--- config.mk ---
export PLATFORM = sky130hd
export DESIGN_NAME = pump_run_supervisor
export DESIGN_NICKNAME = d
export VERILOG_FILES = /design/src/rtl/core/prs_pkg.sv /design/src/rtl/core/pump_run_supervisor.sv
export SDC_FILE = /design/constraint.sdc
export NUM_CORES = 1
export LEC_CHECK = 0
export BUFFER_PORTS_ARGS = -buffer_cell sky130_fd_sc_hd__buf_2
export CAP_MARGIN = 20
export CELL_PAD_IN_SITES_DETAIL_PLACEMENT = 1
export CELL_PAD_IN_SITES_GLOBAL_PLACEMENT = 1
export CORE_MARGIN = 5
export CORE_UTILIZATION = 30
export CTS_CLUSTER_SIZE = 20
export DETAILED_ROUTE_END_ITERATION = 7
export PLACE_DENSITY = 0.63
export SKIP_CTS_REPAIR_TIMING = 1
export SLEW_MARGIN = 20
export SYNTH_ARGS = -nofsm -noshare
export SYNTH_HDL_FRONTEND = slang
export SYNTH_SLANG_ARGS = --single-unit
export TNS_END_PERCENT = 100
--- constraint.sdc ---
create_clock -name clock -period 10.03 [get_ports clock]
set_input_delay 1.003 -clock clock [delete_from_list [all_inputs] [get_ports clock]]
set_output_delay 1.003 -clock clock [all_outputs]
set_load 0.01 [all_outputs]
--- src/rtl/core/prs_pkg.sv ---
// ----------------------------------------------------------------------------
// prs_pkg: shared types and constants for the pump run supervisor
// Beat layouts for the tick and result channels, mode codes, register
// indexes and fixed timing constants.
// ----------------------------------------------------------------------------
`default_nettype none

package prs_pkg;

   // pumps watched for end of travel and width of their step counts
   localparam int PUMP_COUNT  = 5;
   localparam int PUMP_IDX_W  = 3;
   localparam int STEP_W      = 24;
   localparam int STEP_BITS   = 24;
   localparam logic [STEP_W-1:0] STEP_MASK =
      STEP_W'((64'd1 << STEP_BITS) - 64'd1);

   // fault LED half period in ticks
   localparam logic [7:0] BLINK_TICKS = 8'd200;
   localparam logic [7:0] HOLD_MAX    = 8'd255;
   localparam logic [9:0] CTRL_MAX    = 10'd1023;

   // configuration register indexes
   localparam int CSR_IDX_W = 2;
   localparam int CSR_DATA_W = 24;
   localparam logic [CSR_IDX_W-1:0] CSR_DEBOUNCE_TICKS    = 2'd0;
   localparam logic [CSR_IDX_W-1:0] CSR_CONTROL_PERIOD    = 2'd1;
   localparam logic [CSR_IDX_W-1:0] CSR_FULL_STROKE_STEPS = 2'd2;

   // register reset values
   localparam logic [7:0]        DEBOUNCE_RESET    = 8'd20;
   localparam logic [9:0]        PERIOD_RESET      = 10'd20;
   localparam logic [STEP_W-1:0] FULL_STROKE_RESET = 24'd100000;

   // supervisor mode
   typedef enum logic [1:0] {
      MODE_IDLE  = 2'd0,
      MODE_RUN   = 2'd1,
      MODE_FAULT = 2'd2
   } mode_type;

   // one tick beat
   typedef struct packed {
      logic              switch_raw;
      logic [STEP_W-1:0] steps_in_a;
      logic [STEP_W-1:0] steps_in_b;
      logic [STEP_W-1:0] steps_out_a;
      logic [STEP_W-1:0] steps_out_b;
      logic [STEP_W-1:0] steps_out_c;
   } req_type;

   // one result beat
   typedef struct packed {
      logic [1:0]            mode;
      logic                  motor_enable;
      logic                  run_led;
      logic                  fault_led;
      logic [PUMP_IDX_W-1:0] fault_pump;
      logic                  clear_steps;
      logic                  arm_ready;
   } rsp_type;

endpackage

`default_nettype wire

--- src/rtl/core/pump_run_supervisor.sv ---
// ----------------------------------------------------------------------------
// pump_run_supervisor: run-switch supervisor for a multi-pump syringe rig
//
// Each req beat is one millisecond tick carrying the raw run-switch level
// and the step counts of the pumps; each tick gives exactly one rsp beat
// with the mode, motor enable, LEDs, faulted pump, step-clear pulse and
// arm-ready flag.
// Both channels use valid/ready. A tick is captured in an input register
// and evaluated against the supervisor state in the next stage, whose
// result sits in an output register; rsp_valid comes from that output
// register, and one tick per cycle is sustained while the receiver keeps
// rsp_ready high. The state update (debounce, inhibit, mode, travel check,
// blink) is combinational, between the two registers.
// When the receiver stalls, the result register holds, the input register
// fills, and req_ready drops only while both are occupied and rsp_ready
// is low.
// The csr port writes debounce_ticks, control_period and full_stroke_steps;
// the user must make writes only while no tick is in flight; the block does not enforce it.
// Synchronous reset clears both pipeline stages, restores the register
// defaults and puts the supervisor in idle with the arm inhibit set.
// ----------------------------------------------------------------------------
`default_nettype none

module pump_run_supervisor
   import prs_pkg::*;
(
   input  wire logic                  clock,
   input  wire logic                  reset,
   // tick channel
   input  wire logic                  req_valid,
   output      logic                  req_ready,
   input  wire req_type               req_data,
   // result channel
   output      logic                  rsp_valid,
   input  wire logic                  rsp_ready,
   output      rsp_type               rsp_data,
   // configuration
   input  wire logic                  csr_we,
   input  wire logic [CSR_IDX_W-1:0]  csr_index,
   input  wire logic [CSR_DATA_W-1:0] csr_wdata
);

   // configuration registers
   logic [7:0]        debounce_ff, debounce_in;
   logic [9:0]        period_ff, period_in;
   logic [STEP_W-1:0] stroke_ff, stroke_in;

   // pipeline registers
   logic    in_valid_ff, in_valid_in;
   req_type in_data_ff, in_data_in;
   logic    rsp_valid_ff, rsp_valid_in;
   rsp_type rsp_data_ff, rsp_data_in;

   // supervisor state
   logic                  last_level_ff, last_level_in;
   logic                  stable_ff, stable_in;
   logic                  settled_ff, settled_in;
   logic [7:0]            hold_ff, hold_in;
   logic                  inhibit_ff, inhibit_in;
   mode_type              mode_ff, mode_in;
   logic [9:0]            ctrl_ff, ctrl_in;
   logic [7:0]            blink_ff, blink_in;
   logic                  light_ff, light_in;
   logic [PUMP_IDX_W-1:0] fidx_ff, fidx_in;

   // intermediate terms
   logic                  advance;
   logic                  step_en;
   logic                  want_run;
   logic                  clear_pulse;
   logic                  light_mid;
   mode_type              mode_mid;
   logic [7:0]            hold_inc;
   logic [9:0]            ctrl_inc;
   logic [7:0]            blink_inc;
   logic                  check_now;
   logic [STEP_W-1:0]     steps [PUMP_COUNT];
   logic                  any_hit;
   logic [PUMP_IDX_W-1:0] hit_idx;

   // handshake: result stage moves when empty or drained
   assign advance   = !rsp_valid_ff || rsp_ready;
   assign req_ready = !in_valid_ff || advance;
   assign step_en   = in_valid_ff && advance;
   assign rsp_valid = rsp_valid_ff;
   assign rsp_data  = rsp_data_ff;

   // pipeline next values
   always_comb begin
      in_valid_in  = req_ready ? req_valid : in_valid_ff;
      in_data_in   = (req_valid && req_ready) ? req_data : in_data_ff;
      rsp_valid_in = advance ? in_valid_ff : rsp_valid_ff;
   end

   // configuration writes
   always_comb begin
      debounce_in = debounce_ff;
      period_in   = period_ff;
      stroke_in   = stroke_ff;
      if (csr_we) begin
         case (csr_index)
            CSR_DEBOUNCE_TICKS:    debounce_in = csr_wdata[7:0];
            CSR_CONTROL_PERIOD:    period_in   = csr_wdata[9:0];
            CSR_FULL_STROKE_STEPS: stroke_in   = csr_wdata[STEP_W-1:0];
            default: ;
         endcase
      end
   end

   // debounce and arm inhibit
   always_comb begin
      last_level_in = last_level_ff;
      stable_in     = stable_ff;
      settled_in    = settled_ff;
      hold_inc      = (hold_ff == HOLD_MAX) ? HOLD_MAX : hold_ff + 8'd1;
      hold_in       = hold_ff;
      if (in_data_ff.switch_raw != last_level_ff) begin
         last_level_in = in_data_ff.switch_raw;
         hold_in       = '0;
      end else begin
         hold_in = hold_inc;
         if (hold_inc >= debounce_ff) begin
            stable_in  = in_data_ff.switch_raw;
            settled_in = 1'b1;
         end
      end
      want_run   = !stable_in;
      inhibit_in = (settled_in && !want_run) ? 1'b0 : inhibit_ff;
   end

   // step counts in pump order, masked to the count width
   always_comb begin
      steps[0] = in_data_ff.steps_in_a  & STEP_MASK;
      steps[1] = in_data_ff.steps_in_b  & STEP_MASK;
      steps[2] = in_data_ff.steps_out_a & STEP_MASK;
      steps[3] = in_data_ff.steps_out_b & STEP_MASK;
      steps[4] = in_data_ff.steps_out_c & STEP_MASK;
   end

   // first pump at end of travel
   always_comb begin
      any_hit = 1'b0;
      hit_idx = '0;
      for (int i = PUMP_COUNT - 1; i >= 0; i--) begin
         if (steps[i] >= stroke_ff) begin
            any_hit = 1'b1;
            hit_idx = PUMP_IDX_W'(i);
         end
      end
   end

   // control period timer
   always_comb begin
      ctrl_inc  = (ctrl_ff == CTRL_MAX) ? CTRL_MAX : ctrl_ff + 10'd1;
      check_now = (ctrl_inc >= period_ff);
      ctrl_in   = check_now ? '0 : ctrl_inc;
   end

   // mode next state: switch transitions, then travel check
   always_comb begin
      mode_mid    = MODE_IDLE;
      clear_pulse = 1'b0;
      light_mid   = light_ff;
      case (mode_ff)
         MODE_RUN: begin
            mode_mid = want_run ? MODE_RUN : MODE_IDLE;
         end
         MODE_FAULT: begin
            if (want_run) begin
               mode_mid = MODE_FAULT;
            end else begin
               clear_pulse = 1'b1;
               light_mid   = 1'b0;
            end
         end
         default: begin
            mode_mid = (want_run && !inhibit_in) ? MODE_RUN : MODE_IDLE;
         end
      endcase
      mode_in = mode_mid;
      fidx_in = fidx_ff;
      if (check_now && mode_mid == MODE_RUN && any_hit) begin
         mode_in = MODE_FAULT;
         fidx_in = hit_idx;
      end
   end

   // fault blink
   always_comb begin
      blink_inc = (blink_ff == HOLD_MAX) ? HOLD_MAX : blink_ff + 8'd1;
      blink_in  = blink_inc;
      light_in  = light_mid;
      if (mode_in == MODE_FAULT && blink_inc >= BLINK_TICKS) begin
         blink_in = '0;
         light_in = !light_mid;
      end
   end

   // result outputs
   always_comb begin
      rsp_data_in.mode         = mode_in;
      rsp_data_in.motor_enable = (mode_in == MODE_RUN);
      rsp_data_in.run_led      = (mode_in == MODE_RUN);
      rsp_data_in.fault_led    = light_in;
      rsp_data_in.fault_pump   = (mode_in == MODE_FAULT) ? fidx_in : '0;
      rsp_data_in.clear_steps  = clear_pulse;
      rsp_data_in.arm_ready    = !inhibit_in;
   end

   // control and state registers
   always_ff @(posedge clock) begin
      if (reset) begin
         in_valid_ff   <= 1'b0;
         rsp_valid_ff  <= 1'b0;
         debounce_ff   <= DEBOUNCE_RESET;
         period_ff     <= PERIOD_RESET;
         stroke_ff     <= FULL_STROKE_RESET;
         last_level_ff <= 1'b1;
         stable_ff     <= 1'b1;
         settled_ff    <= 1'b0;
         hold_ff       <= '0;
         inhibit_ff    <= 1'b1;
         mode_ff       <= MODE_IDLE;
         ctrl_ff       <= '0;
         blink_ff      <= '0;
         light_ff      <= 1'b0;
         fidx_ff       <= '0;
      end else begin
         in_valid_ff  <= in_valid_in;
         rsp_valid_ff <= rsp_valid_in;
         debounce_ff  <= debounce_in;
         period_ff    <= period_in;
         stroke_ff    <= stroke_in;
         if (step_en) begin
            last_level_ff <= last_level_in;
            stable_ff     <= stable_in;
            settled_ff    <= settled_in;
            hold_ff       <= hold_in;
            inhibit_ff    <= inhibit_in;
            mode_ff       <= mode_in;
            ctrl_ff       <= ctrl_in;
            blink_ff      <= blink_in;
            light_ff      <= light_in;
            fidx_ff       <= fidx_in;
         end
      end
   end

   // payload registers
   always_ff @(posedge clock) begin
      in_data_ff <= in_data_in;
      if (step_en) begin
         rsp_data_ff <= rsp_data_in;
      end
   end

endmodule

`default_nettype wire

# Yosys cells after proc, flatten, opt, wreduce, memory -nomap -nowiden
# Cells that the tools add are included.
[totals]
mem_bits_ro = 0
word_cells = 99
latchBits = 0
input_bits = 152
register_bits = 210
n_memories = 0
mem_bits_rw = 0
[classes]
add_sub_neg = 3
n_mul = 0
n_eq_ne = 11
shift = 0
order_cmp = 8
n_mux = 31
n_reduce_logical = 19
n_div = 0
n_bitwise = 0
[op_table]
columns = ["operator", "n"]
rows = [
  [">= comparator 24 bit", 5],
  ["2-to-1 mux 8 bit", 4],
  ["2-to-1 mux 10 bit", 2],
  ["2-to-1 mux 3 bit", 6],
  ["adder 8 x 1 -> 8 bit (second input constant)", 2],
  ["equality test 8 bit (second input constant)", 2],
  ["2-to-1 mux 1 bit", 16],
  ["adder 10 x 1 -> 10 bit (second input constant)", 1],
  ["equality test 10 bit (second input constant)", 1],
  [">= comparator 10 bit", 1],
  ["equality test 2 x 1 -> 1 bit (second input constant)", 4],
  [">= comparator 8 bit", 1],
  [">= comparator 8 bit (second input constant)", 1],
  ["AND reduction 2 bit", 4],
  ["logical AND 1 bit", 7],
  ["equality test 2 bit (second input constant)", 3],
  ["zero test 1 bit", 5],
  ["2-to-1 mux 2 bit", 2],
  ["case mux 2 bit (2 select lines)", 1],
  ["zero test 2 bit", 1],
  ["logical OR 1 bit", 2],
  ["inequality test 1 bit", 1],
]

# Depth between registers and ports, before layout
# Gate-level depths: netlist (run 1).
[logic_depth]
word_depth = 18
mapped_depth = 16
mapped_depth_nobuf = 16

# Worst setup path before layout (run 1)
# OpenSTA, ideal clock, no wires.
[synth_path]
path_kind = "input to register"
startpoint = "in rsp_ready"
endpoint = "reg in_data_ff[0] in the netlist's numbering, enable pin"
t_arrival_ns = 4.005
stages = 3
n_path_buf = 0
setup_slack_ns = 5.530
cell_sequence = "nor2b_1 -> nand2_1 -> and2_1"
[synth_via]
elab_chain_len = 3
[synth_rtl]
columns = ["element", "line", "text"]
rows = [
  ["start, declared", "pump_run_supervisor.sv:35", "input wire logic rsp_ready,"],
  ["logical OR 1 bit", "pump_run_supervisor.sv:82", "assign advance = !rsp_valid_ff || rsp_ready;"],
  ["logical OR 1 bit", "pump_run_supervisor.sv:83", "assign req_ready = !in_valid_ff || advance;"],
  ["net req_ready", "pump_run_supervisor.sv:31", "output logic req_ready,"],
  ["logical AND 1 bit", "pump_run_supervisor.sv:91", "in_data_in = (req_valid && req_ready) ? req_data : in_data_ff;"],
  ["end signal, assigned", "pump_run_supervisor.sv:251", "in_data_ff <= in_data_in;"],
  ["end, declared", "pump_run_supervisor.sv:50", "req_type in_data_ff, in_data_in;"],
]
# The timed path passes the listed nets, and every way through them passes these cells.
# A chain may end at the register's enable or synchronous reset.

# Worst setup path after layout (run 1)
[layout_path]
startpoint = "reg hold_ff[0]"
endpoint = "reg rsp_data_ff (netlist bit rsp_data[5]), data pin"
[layout_via]
elab_chain_len = 18
[layout_rtl]
columns = ["element", "line", "text"]
rows = [
  ["start, declared", "pump_run_supervisor.sv:58", "logic [7:0] hold_ff, hold_in;"],
  ["start signal, assigned", "pump_run_supervisor.sv:238", "hold_ff <= hold_in;"],
  ["adder 8 x 1 -> 8 bit / equality test 8 bit (equally long branches)", "pump_run_supervisor.sv:115", "hold_inc = (hold_ff == HOLD_MAX) ? HOLD_MAX : hold_ff + 8'd1;"],
  ["2-to-1 mux 8 bit (*)", "pump_run_supervisor.sv:115", ""],
  [">= comparator 8 bit (*)", "pump_run_supervisor.sv:122", "if (hold_inc >= debounce_ff) begin"],
  ["2-to-1 mux 1 bit", "pump_run_supervisor.sv:122", ""],
  ["2-to-1 mux 1 bit", "pump_run_supervisor.sv:117", "if (in_data_ff.switch_raw != last_level_ff) begin"],
  ["logical AND 1 bit", "pump_run_supervisor.sv:128", "inhibit_in = (settled_in && !want_run) ? 1'b0 : inhibit_ff;"],
  ["2-to-1 mux 1 bit", "pump_run_supervisor.sv:128", ""],
  ["zero test 1 bit", "pump_run_supervisor.sv:177", "mode_mid = (want_run && !inhibit_in) ? MODE_RUN : MODE_IDLE;"],
  ["(+2 left out)", "--", ""],
  ["case mux 2 bit (2 select lines)", "pump_run_supervisor.sv:164", "case (mode_ff)"],
  ["equality test 2 x 1 -> 1 bit", "pump_run_supervisor.sv:182", "if (check_now && mode_mid == MODE_RUN && any_hit) begin"],
  ["logical AND 1 bit (2 in a row)", "pump_run_supervisor.sv:182", ""],
  ["2-to-1 mux 2 bit", "pump_run_supervisor.sv:182", ""],
  ["equality test 2 bit", "pump_run_supervisor.sv:193", "if (mode_in == MODE_FAULT && blink_inc >= BLINK_TICKS) begin"],
  ["logical AND 1 bit", "pump_run_supervisor.sv:193", ""],
  ["2-to-1 mux 1 bit (*)", "pump_run_supervisor.sv:193", ""],
  ["net light_in", "pump_run_supervisor.sv:63", "logic light_ff, light_in;"],
  ["end signal, assigned", "pump_run_supervisor.sv:253", "rsp_data_ff <= rsp_data_in;"],
  ["end, declared", "pump_run_supervisor.sv:52", "rsp_type rsp_data_ff, rsp_data_in;"],
]
# The timed path passes the listed nets; every way through them passes the cells marked *.

==> results of run 1 <==
## cells in the final DEF, fill, tap and decap left out, types with 9 or more instances in the layout
master and n:
ha_1 143, inv_1 57, o21ai_0 31, mux2i_1 12
nand4_1 21, and3_1 11, a21oi_1 87, a22oi_1 14
o211ai_1 10, a211o_1 10, nor3_1 11, nor2_1 82
nand2_1 89, nand3_1 16, clkbuf_16 25, nand2b_1 10
clkinv_2 9, buf_2 162, dfxtp_1 80, edfxtp_1 130
## area by class of cell
cell class                      instances  area [um2]  share of cell area, %
Multi-Input combinational cell        659        4810                   37.6
Tap cell                              455         569                   4.46
Sequential cell                       210        5510                   43.1
Clock buffer                           26         629                   4.93
Timing Repair Buffer                  167         848                   6.64
Clock inverter                         19         198                   1.55
Inverter                               57         214                   1.68
## through the flow
step | hold slack (ps) | instances | power (mW)
2_1_floorplan | 436 | 949 | 1.11
3_3_place_gp | 442 | 1548 | 1.19
3_5_place_dp | 451 | 1548 | 1.20
4_1_cts | 459 | 1593 | 2.14
5_1_grt | 478 | 1593 | 2.20
6_report | 459 | 1593 | 2.10
## worst max-delay path: cells and delay by family, from the launching register on
kind                       cells  cell delay (ps)
muxes                          1              230
and+or+nand+nor                5             1210
AOI/OAI and AO/OA              7             1400
adders and majority gates      2              540
DFF                            1              330
## sequential cells by signal (all words and copies together), names as in the netlist
signal         flops
mode_ff            2
debounce_ff        8
ctrl_ff           10
last_level_ff      1
light_ff           1
inhibit_ff         1
stable_ff          1
rsp_valid          1
period_ff         10
rsp_data           9
stroke_ff         24
blink_ff           8
in_valid_ff        1
hold_ff            8
fidx_ff            3
in_data_ff       121
settled_ff         1
## cell families (layout without fill, tap and decap cells)
logic type	after synthesis	count (layout)	share of synthesized area [%]
xor+xnor	10	10	0.825
flops	210	210	51.9
fa+ha+maj	143	143	16.9
compound gates	207	207	13.1
simple gates	286	286	13.1
mux	13	13	1.34
buf+inv	80	269	2.88
## power by group through the flow
stage                     clock, mW  combinational, mW  sequential [mW]
after floorplan                   0              0.122            0.992
after global placement            0              0.198            0.993
after detailed placement          0              0.208            0.995
after CTS                     0.956              0.209            0.976
after global routing          0.989              0.234            0.979
final                         0.922              0.203            0.976
## path summary, 6_finish.rpt
| path | from | to | slack, ps | cells after the start |
|---|---|---|---|---|
| max | hold_ff[0] | rsp_data[5] | 6050 | 15 |
| min | stroke_ff[13] | stroke_ff[13] | 460 | 2 |
| max reg2reg | hold_ff[0] | rsp_data[5] | 6050 | 15 |
| min reg2reg | stroke_ff[13] | stroke_ff[13] | 460 | 2 |
## routing by layer
metal	share of wire, %	vias to the layer above	wire, um
li1	-	3862	-
met1	45	3770	12800
met2	48	147	13800
met3	4.5	42	1290
met4	2.1	2	585
met5	0.046	-	13
==> out/results.ini, run 1 <==
[status]
outcome = finished, final reports clean

[synth]
synthTopCellsByCount = ha_1 (143), edfxtp_1 (130), nand2_1 (89)
synthArstFlopShare_pct = 0
syn-cell-area_mm2 = 0.0106
yosys.cell_types.count = 65
synth_seq_cells = 210
yosysTopAreaCellShare_pct = 36.8
yosysSeqAreaShare_pct = 51.9
synth-edff-count = 130
synth_cells = 949
avgSynthCellArea_um2 = 11.2
synthTopCellsByArea = edfxtp_1 (37%), ha_1 (17%), dfxtp_1 (15%)
yosysMostFrequentCell = ha_1
synth_largest_area_cell = edfxtp_1
synth-main-ff-cell = edfxtp_1
yosys_warnings = 0
synth_fp_nets = 1244

[pwr]
p_int_mw = 1.60
comb_power_share_pct = 9.7
peakVddDrop_mv = 0.0962
power.share.switching_pct = 23.9
p_seq_share_pct = 46.4
p_leak_nw = 5.29
p_sw_mw = 0.501
p_per_area_mw_per_mm2 = 165
clkPwrFrac_pct = 43.9

[timing]
fin_ws_ps = 6050
skew_ps = 7.58
setup_tns_ps = 0
slew_violations = 0
max_slew_margin_pct = 34.5
rsz0062_at_grt = false
min_period_ps = 3980
hold_viol_final = 0
setup_viol_count_final = 0
max_clock_freq_mhz = 251
worst_pin_slew_ps = 982
post-route-period-util_pct = 39.7

[global_routing]
grt_first_pass_wirelength_um = 44700
track_usage_pct = 14.2
use_met1_pct = 18.7
grt_max_degree = 77
grtUsageMet2_pct = 24.7
grt_pass1_vias = 8414
gr-total-overflow = 0
antenna_found_initial = 1
busiest_layer = met2
met3_usage_pct = 2.38

[worst_setup_path]
worst-path-max-fanout = 8
crit_slowest_cell = nor3_2
worstPathArrival_ps = 4230
path_class = flip-flop to flip-flop
required_ps = 10280
cp-end-kind = flip-flop
max_stage_delay_ps = 460
worstSetupStartpointType = flip-flop
path_cells = ha_1 -> and3_1 -> and3_1 -> nand3_1 -> nand2_1 -> ha_1 -> a21o_1 -> a221o_1 -> a31oi_1 -> o21bai_2 -> mux2i_4 -> nor3_2 -> a21boi_0 -> o221ai_1 -> o21ai_0

[clock_tree]
htreeDepth = 1
clk_latency_ps = 510
clk_pin_slew_ps = 60
cts-root-buf = clkbuf_16
cts.sinks = 210
cts_max_path_buffers = 3
cts_tree = built
numCtsBuffers = 25

[routing]
wl_um = 28400
routed-via-count = 7823
drc = 0
drt_first_pass_iters = 6
via_per_inst = 4.91
drtAntennaViolNets = 0
drt-initial-drc-count = 271
wire_per_inst_um = 17.9

[place]
placed_area_mm2 = 0.0119
gp_congestion = 0.795
io_buffers = 163
dpl.hpwl_um = 22000
pre_cts_ws_ps = 6070

[layout]
areaGrowthSynthToFinish_pct = 20.3
fin_nets = 1415
drive_gt1_share_pct = 20.1
fin_area_mm2 = 0.0128
fillers = 3906
diodes = 0
final_util_pct = 36.8

[die]
core_area_mm2 = 0.0347
rows = 68
die_w_um = 198
dieArea_mm2 = 0.0392
initial_utilization_pct = 30.6
die_y_um = 198
boundaryPins = 164

[worst_hold_path]
hold_class = flip-flop to flip-flop

[flow_run]
maxCapViolCount = 0

Power figures use the tool's default switching activity.
==> run 2, diff against run 1 <==
Clock period 10.03 ns to 3.8 ns, I/O delays scaled along.
==> run 2 against run 1 <==
Fmax increased by 9.8%. Critical path depth up 1. Die area did not move. First-iteration DRC count fell by 4.8%. Sequential power rose to 2.6 times the previous value. Flip-flop and latch count stayed put. Cell count up 0.50%. Combinational power grew to 2.7 times the previous value. Worst hold slack got worse by 430 ps.
==> out/results.ini, run 2 (synthesized netlist as in run 1, its figures left out) <==
[timing]
hold_viol_final = 0  ; unchanged
skew_ps = 16.9  ; +9.36 ps
post-route-period-util_pct = 95.4  ; +56 points
fin_ws_ps = 175  ; -5880 ps
max_slew_margin_pct = 40.7  ; +6.3 points
setup_viol_count_final = 0  ; unchanged
min_period_ps = 3630  ; -355 ps
setup_tns_ps = 0  ; unchanged
max_clock_freq_mhz = 276  ; +9.8%
worst_pin_slew_ps = 889  ; -92.7 ps
slew_violations = 0  ; unchanged
rsz0062_at_grt = false

[clock_tree]
cts.sinks = 210  ; unchanged
clk_latency_ps = 520  ; about the same
cts-root-buf = clkbuf_16
cts_tree = built
numCtsBuffers = 25  ; unchanged
clk_pin_slew_ps = 60  ; about the same
cts_max_path_buffers = 3  ; unchanged
htreeDepth = 1  ; unchanged

[pwr]
power_mw = 5.47  ; +160%
p_per_area_mw_per_mm2 = 426  ; +160%
p_leak_nw = 5.32  ; +0.60%
peakVddDrop_mv = 0.388  ; +300%

[layout]
mostFrequentLayoutCell = buf_2
final_util_pct = 37.0  ; +0.25 points
diodes = 0  ; unchanged
top_register = in_data_ff
drive_gt1_share_pct = 20.8  ; +0.64 points
biggestRegsByFlops = in_data_ff x121, stroke_ff x24
fillers = 3890  ; -0.41%
final-seq-area_mm2 = 0.00551  ; about the same
layout_common_cells = buf_2 (163), ha_1 (143), edfxtp_1 (130)
largest_reg_flops = 121  ; unchanged
areaGrowthSynthToFinish_pct = 21.1
fin_nets = 1423  ; +0.57%
multi_input_area_mm2 = 0.00485  ; +0.88%

[routing]
drt_first_pass_iters = 5  ; -1
wl_um = 28300  ; -0.35%
routed-via-count = 7801  ; -0.28%
via_per_inst = 4.87  ; -0.78%
wire_per_inst_um = 17.7  ; -0.85%
drc = 0  ; unchanged
drtAntennaViolNets = 0  ; unchanged
drt-initial-drc-count = 258  ; -4.8%

[worst_setup_path]
worstPathArrival_ps = 4070  ; -160 ps
cp.depth = 16  ; +1
crit_buf_inv = 0  ; unchanged
path_cells = ha_1 -> and3_1 -> and3_2 -> nand2_1 -> nor2_1 -> nor2_1 -> ha_1 -> and3_1 -> a221o_1 -> a31oi_4 -> o21bai_4 -> mux2i_4 -> a2111oi_4 -> o31ai_4 -> or3_1 -> a31oi_1
required_ps = 4240  ; -6040 ps
max_stage_delay_ps = 340  ; -120 ps
worstRegToRegCells = 16  ; +1
worst-path-max-fanout = 5  ; -3
cp-end-kind = flip-flop
cp-startpoint = hold_ff[0]
crit_slowest_cell = a221o_1
crit_family = compound AO/OA/AOI/OAI gates
r2r-start = hold_ff[0]
worstSetupStartpointType = flip-flop
path_class = flip-flop to flip-flop

[place]
gp_congestion = 0.757  ; -4.7%
io_buffers = 163  ; unchanged
dpl.hpwl_um = 22200  ; +0.70%
pre_cts_ws_ps = 4.69  ; -6060 ps

[die]
initial_utilization_pct = 30.6  ; unchanged
dieArea_mm2 = 0.0392  ; unchanged
die_y_um = 198  ; unchanged
boundaryPins = 164  ; unchanged
core_area_mm2 = 0.0347  ; unchanged
die_w_um = 198  ; unchanged
rows = 68  ; unchanged

[global_routing]
antenna_found_initial = 1  ; unchanged
grtUsageMet2_pct = 24.9  ; +0.15 points
met3_usage_pct = 2.62  ; +0.24 points
grt_max_degree = 51  ; -34%
gr-total-overflow = 0  ; unchanged
busiest_layer = met2
track_usage_pct = 14.3  ; +0.084 points
grt_pass1_vias = 8525  ; +1.3%
use_met1_pct = 18.9  ; +0.18 points
grt_first_pass_wirelength_um = 45200  ; +0.99%

[status]
outcome = finished, final reports clean

[worst_hold_path]
worstHoldPathCells = 1  ; -1
hold_class = input pin to flip-flop
min-delay-start = req_data[42]

[flow_run]
maxCapViolCount = 0  ; unchanged

## run 2: cell types whose count changed in the layout (fill, tap and decap cells not counted), sizes merged
cell,change
clkinvlp,+1
buf,+8
bufinv,-2
clkbuf,+9
clkinv,-7
inv,-1
## run 2: worst paths after layout
| path | to | slack [ps] |
|---|---|---|
| max | light_ff | 170 |
| min | in_data_ff[42] | 30 |
| max reg2reg | light_ff | 170 |
| min reg2reg | stroke_ff[6] | 460 |
## run 2: power breakdown
| group | internal (mW) | switching (mW) |
|---|---|---|
| clock | 1.42 | 0.944 |
| sequential | 2.53 | 0.0410 |
| combinational | 0.220 | 0.320 |
## run 2: area by class of cell
| cell class | instances | share of cell area [%] |
|---|---|---|
| clock buffers | 35 | 5.47 |
| clock inverters | 10 | 0.759 |
| inverters | 57 | 1.66 |
| multi-input cells | 659 | 37.7 |
| flip-flops and latches | 210 | 42.8 |
| well taps | 455 | 4.43 |
| repair buffers | 175 | 7.14 |
## run 2: per-layer routing
| layer | vias up | share of wire (%) |
|---|---|---|
| met4 | 2 | 1.7 |
| met3 | 37 | 4.4 |
| met2 | 136 | 48 |
| met1 | 3757 | 46 |
| met5 | - | 0.071 |
| li1 | 3869 | - |
## run 2: worst reg2reg max path, cell delays in order (launching register included)
cell and delay [ps]:
dfxtp_2 330, ha_1 220, and3_1 210, and3_2 250
nand2_1 70, nor2_1 40, nor2_1 140, ha_1 260
and3_1 190, a221o_1 340, a31oi_4 170, o21bai_4 100
mux2i_4 230, a2111oi_4 340, o31ai_4 170, or3_1 330
a31oi_1 160
## run 2: metrics by stage
| step | hold WS, ps | area (um2) | instances |
|---|---|---|---|
| final | 32.4 | 12900 | 1601 |
| after global routing | 1.31 | 12900 | 1601 |
| after CTS | -1.57 | 12800 | 1600 |
| after detailed placement | 454 | 12000 | 1555 |
| after global placement | 443 | 12000 | 1555 |
| after floorplan | 436 | 10600 | 949 |
==> run 3, diff against run 2 <==
Settings changed: CELL_PAD_IN_SITES_DETAIL_PLACEMENT 1 to 2, CELL_PAD_IN_SITES_GLOBAL_PLACEMENT 1 to 2, CORE_UTILIZATION 30 to 35, PLACE_DENSITY 0.63 to 0.82.
==> run 3 against run 2 <==
Setup slack worse by 53 ps. Worst hold slack got worse by 5.1 ps. Register-to-register slack worse by 50 ps. Largest power group unchanged. Clock skew grew 1.4 ps. Die area decreased by 14%. Non-clock buffer count is 15 higher. Critical path type unchanged.
==> out/results.ini, run 3 (synthesized netlist as in run 1, its figures left out) <==
[status]
outcome = finished, final reports clean

[routing]
drtAntennaViolNets = 0  ; unchanged
drc = 0  ; unchanged
via_per_inst = 5.30  ; +8.7%
wire_per_inst_um = 20.9  ; +18%
wl_um = 32500  ; +15%
drt_first_pass_iters = 4  ; -1
drt-initial-drc-count = 283  ; +9.7%
routed-via-count = 8218  ; +5.3%

[worst_setup_path]
path_class = flip-flop to flip-flop
worst-path-max-fanout = 7  ; +2
worstRegToRegCells = 16  ; unchanged
cp-end-kind = flip-flop
rr_endpoint = blink_ff[0]
cp-startpoint = ctrl_ff[0]
worstSetupStartpointType = flip-flop
r2r-start = ctrl_ff[0]
required_ps = 4180  ; -60 ps
worstPathArrival_ps = 4060  ; about the same
r2r_slack_ps = 120  ; -50 ps
endpoint = blink_ff[0]

[global_routing]
track_usage_pct = 18.4  ; +4.0 points
gr-total-overflow = 0  ; unchanged
grtUsageMet2_pct = 34.4  ; +9.5 points
grt_pass1_vias = 9306  ; +9.2%
antenna_found_initial = 0  ; -1
use_met1_pct = 21.6  ; +2.7 points
busiest_layer = met2
met3_usage_pct = 3.18  ; +0.56 points
grt_max_degree = 122  ; +140%
grt_first_pass_wirelength_um = 49500  ; +9.5%

[clock_tree]
htreeDepth = 1  ; unchanged
cts-root-buf = clkbuf_16
cts_max_path_buffers = 3  ; unchanged
cts.sinks = 210  ; unchanged
cts_tree = built
clk_latency_ps = 530  ; about the same
numCtsBuffers = 25  ; unchanged
clk_pin_slew_ps = 60  ; about the same

[layout]
areaGrowthSynthToFinish_pct = 22.2
top_register = in_data_ff
mostFrequentLayoutCell = buf_2
biggestRegsByFlops = in_data_ff x121, stroke_ff x24
multi_input_area_mm2 = 0.00488  ; +0.62%
diodes = 0  ; unchanged
layout_common_cells = buf_2 (163), ha_1 (140), edfxtp_1 (130)
final-seq-area_mm2 = 0.00551  ; about the same
largest_reg_flops = 121  ; unchanged
drive_gt1_share_pct = 22.1  ; +1.3 points
fin_area_mm2 = 0.0130  ; +0.89%
fillers = 3138  ; -19%
fin_nets = 1438  ; +1.1%

[timing]
min_period_ps = 3680  ; +53.3 ps
slew_violations = 0  ; unchanged
finalHoldWorstSlack_ps = 27.3  ; -5.11 ps
hold_viol_final = 0  ; unchanged
skew_ps = 18.4  ; +1.43 ps
setup_viol_count_final = 0  ; unchanged
worst_pin_slew_ps = 812  ; -77.3 ps
max_clock_freq_mhz = 272  ; -1.4%
max_slew_margin_pct = 44.5  ; +3.8 points
post-route-period-util_pct = 96.8  ; +1.4 points

[place]
placed_area_mm2 = 0.0119  ; -0.93%
gp_congestion = 0.819  ; +8.1%
io_buffers = 163  ; unchanged
dpl.hpwl_um = 24400  ; +10%

[flow_run]
maxCapViolCount = 0  ; unchanged

[die]
core_area_mm2 = 0.0298  ; -14%
die_y_um = 184  ; -7.0%
boundaryPins = 164  ; unchanged
rows = 63  ; -7.4%
dieArea_mm2 = 0.0339  ; -14%
die_w_um = 184  ; -7.0%
initial_utilization_pct = 35.6  ; +5.0 points

[pwr]
p_per_area_mw_per_mm2 = 430  ; +1.0%
peakVddDrop_mv = 0.325  ; -16%
p_leak_nw = 5.38  ; +1.1%

[worst_hold_path]
hold_class = input pin to flip-flop
worstHoldPathCells = 1  ; unchanged

run 3: layout make-up:
type	count	share of cell area [%]
Clock buffer	33	5.36
Sequential cell	210	42.5
Multi-Input combinational cell	659	37.6
Inverter	57	1.65
Timing Repair Buffer	190	8.16
Clock inverter	13	0.993
Tap cell	390	3.76
run 3: per-stage QoR:
stage	setup TNS [ps]	instances	setup WS (ps)	utilization, %	power (mW)
6_report	0	1552	122	43.5	5.58
5_1_grt	-820	1552	-117	43.5	5.83
4_1_cts	0	1532	41.1	42.7	5.63
3_5_place_dp	0	1486	61.3	39.9	3.20
3_3_place_gp	0	1486	189	39.9	3.14
2_1_floorplan	0	949	331	-	2.93
run 3: worst max-delay path, cell delays in order, from the launching register on:
cell and delay [ps]:
dfxtp_1 380, ha_1 260, nand4_1 140, or3_4 430
o21ai_0 150, ha_2 290, a2111oi_0 120, nor3_1 200
nand2_1 150, a21oi_4 280, nand2_4 110, a2111oi_4 400
o31ai_4 120, buf_4 170, buf_4 130, a22oi_1 150
nor2_1 60
run 3: worst min path at each step:
| stage | startpoint | end | slack (ps) |
|---|---|---|---|
| 3_5_place_dp | stroke_ff[6] | stroke_ff[6] | 450 |
| 3_3_place_gp | stroke_ff[18] | stroke_ff[18] | 440 |
| 5_1_grt | req_data[91] | in_data_ff[91] | 0.8 |
| 2_1_floorplan | stroke_ff[11] | stroke_ff[11] | 440 |
| 4_1_cts | req_data[86] | in_data_ff[86] | -4 |
| 6_report | req_data[16] | in_data_ff[16] | 30 |
run 3: power by group:
| group | switching (mW) | internal (mW) | leakage [nW] | total (mW) |
|---|---|---|---|---|
| clock | 0.988 | 1.43 | 0.400 | 2.41 |
| sequential | 0.0463 | 2.54 | 1.92 | 2.58 |
| combinational | 0.349 | 0.234 | 3.06 | 0.583 |
| total | 1.38 | 4.20 | 5.38 | 5.58 |
run 3: metal layers:
metal  vias to the layer above  share of wire, %
met4                         0               2.8
met3                        59               4.2
met1                      4073                41
met2                       178                52
li1                       3908                 -
met5                         -                 0
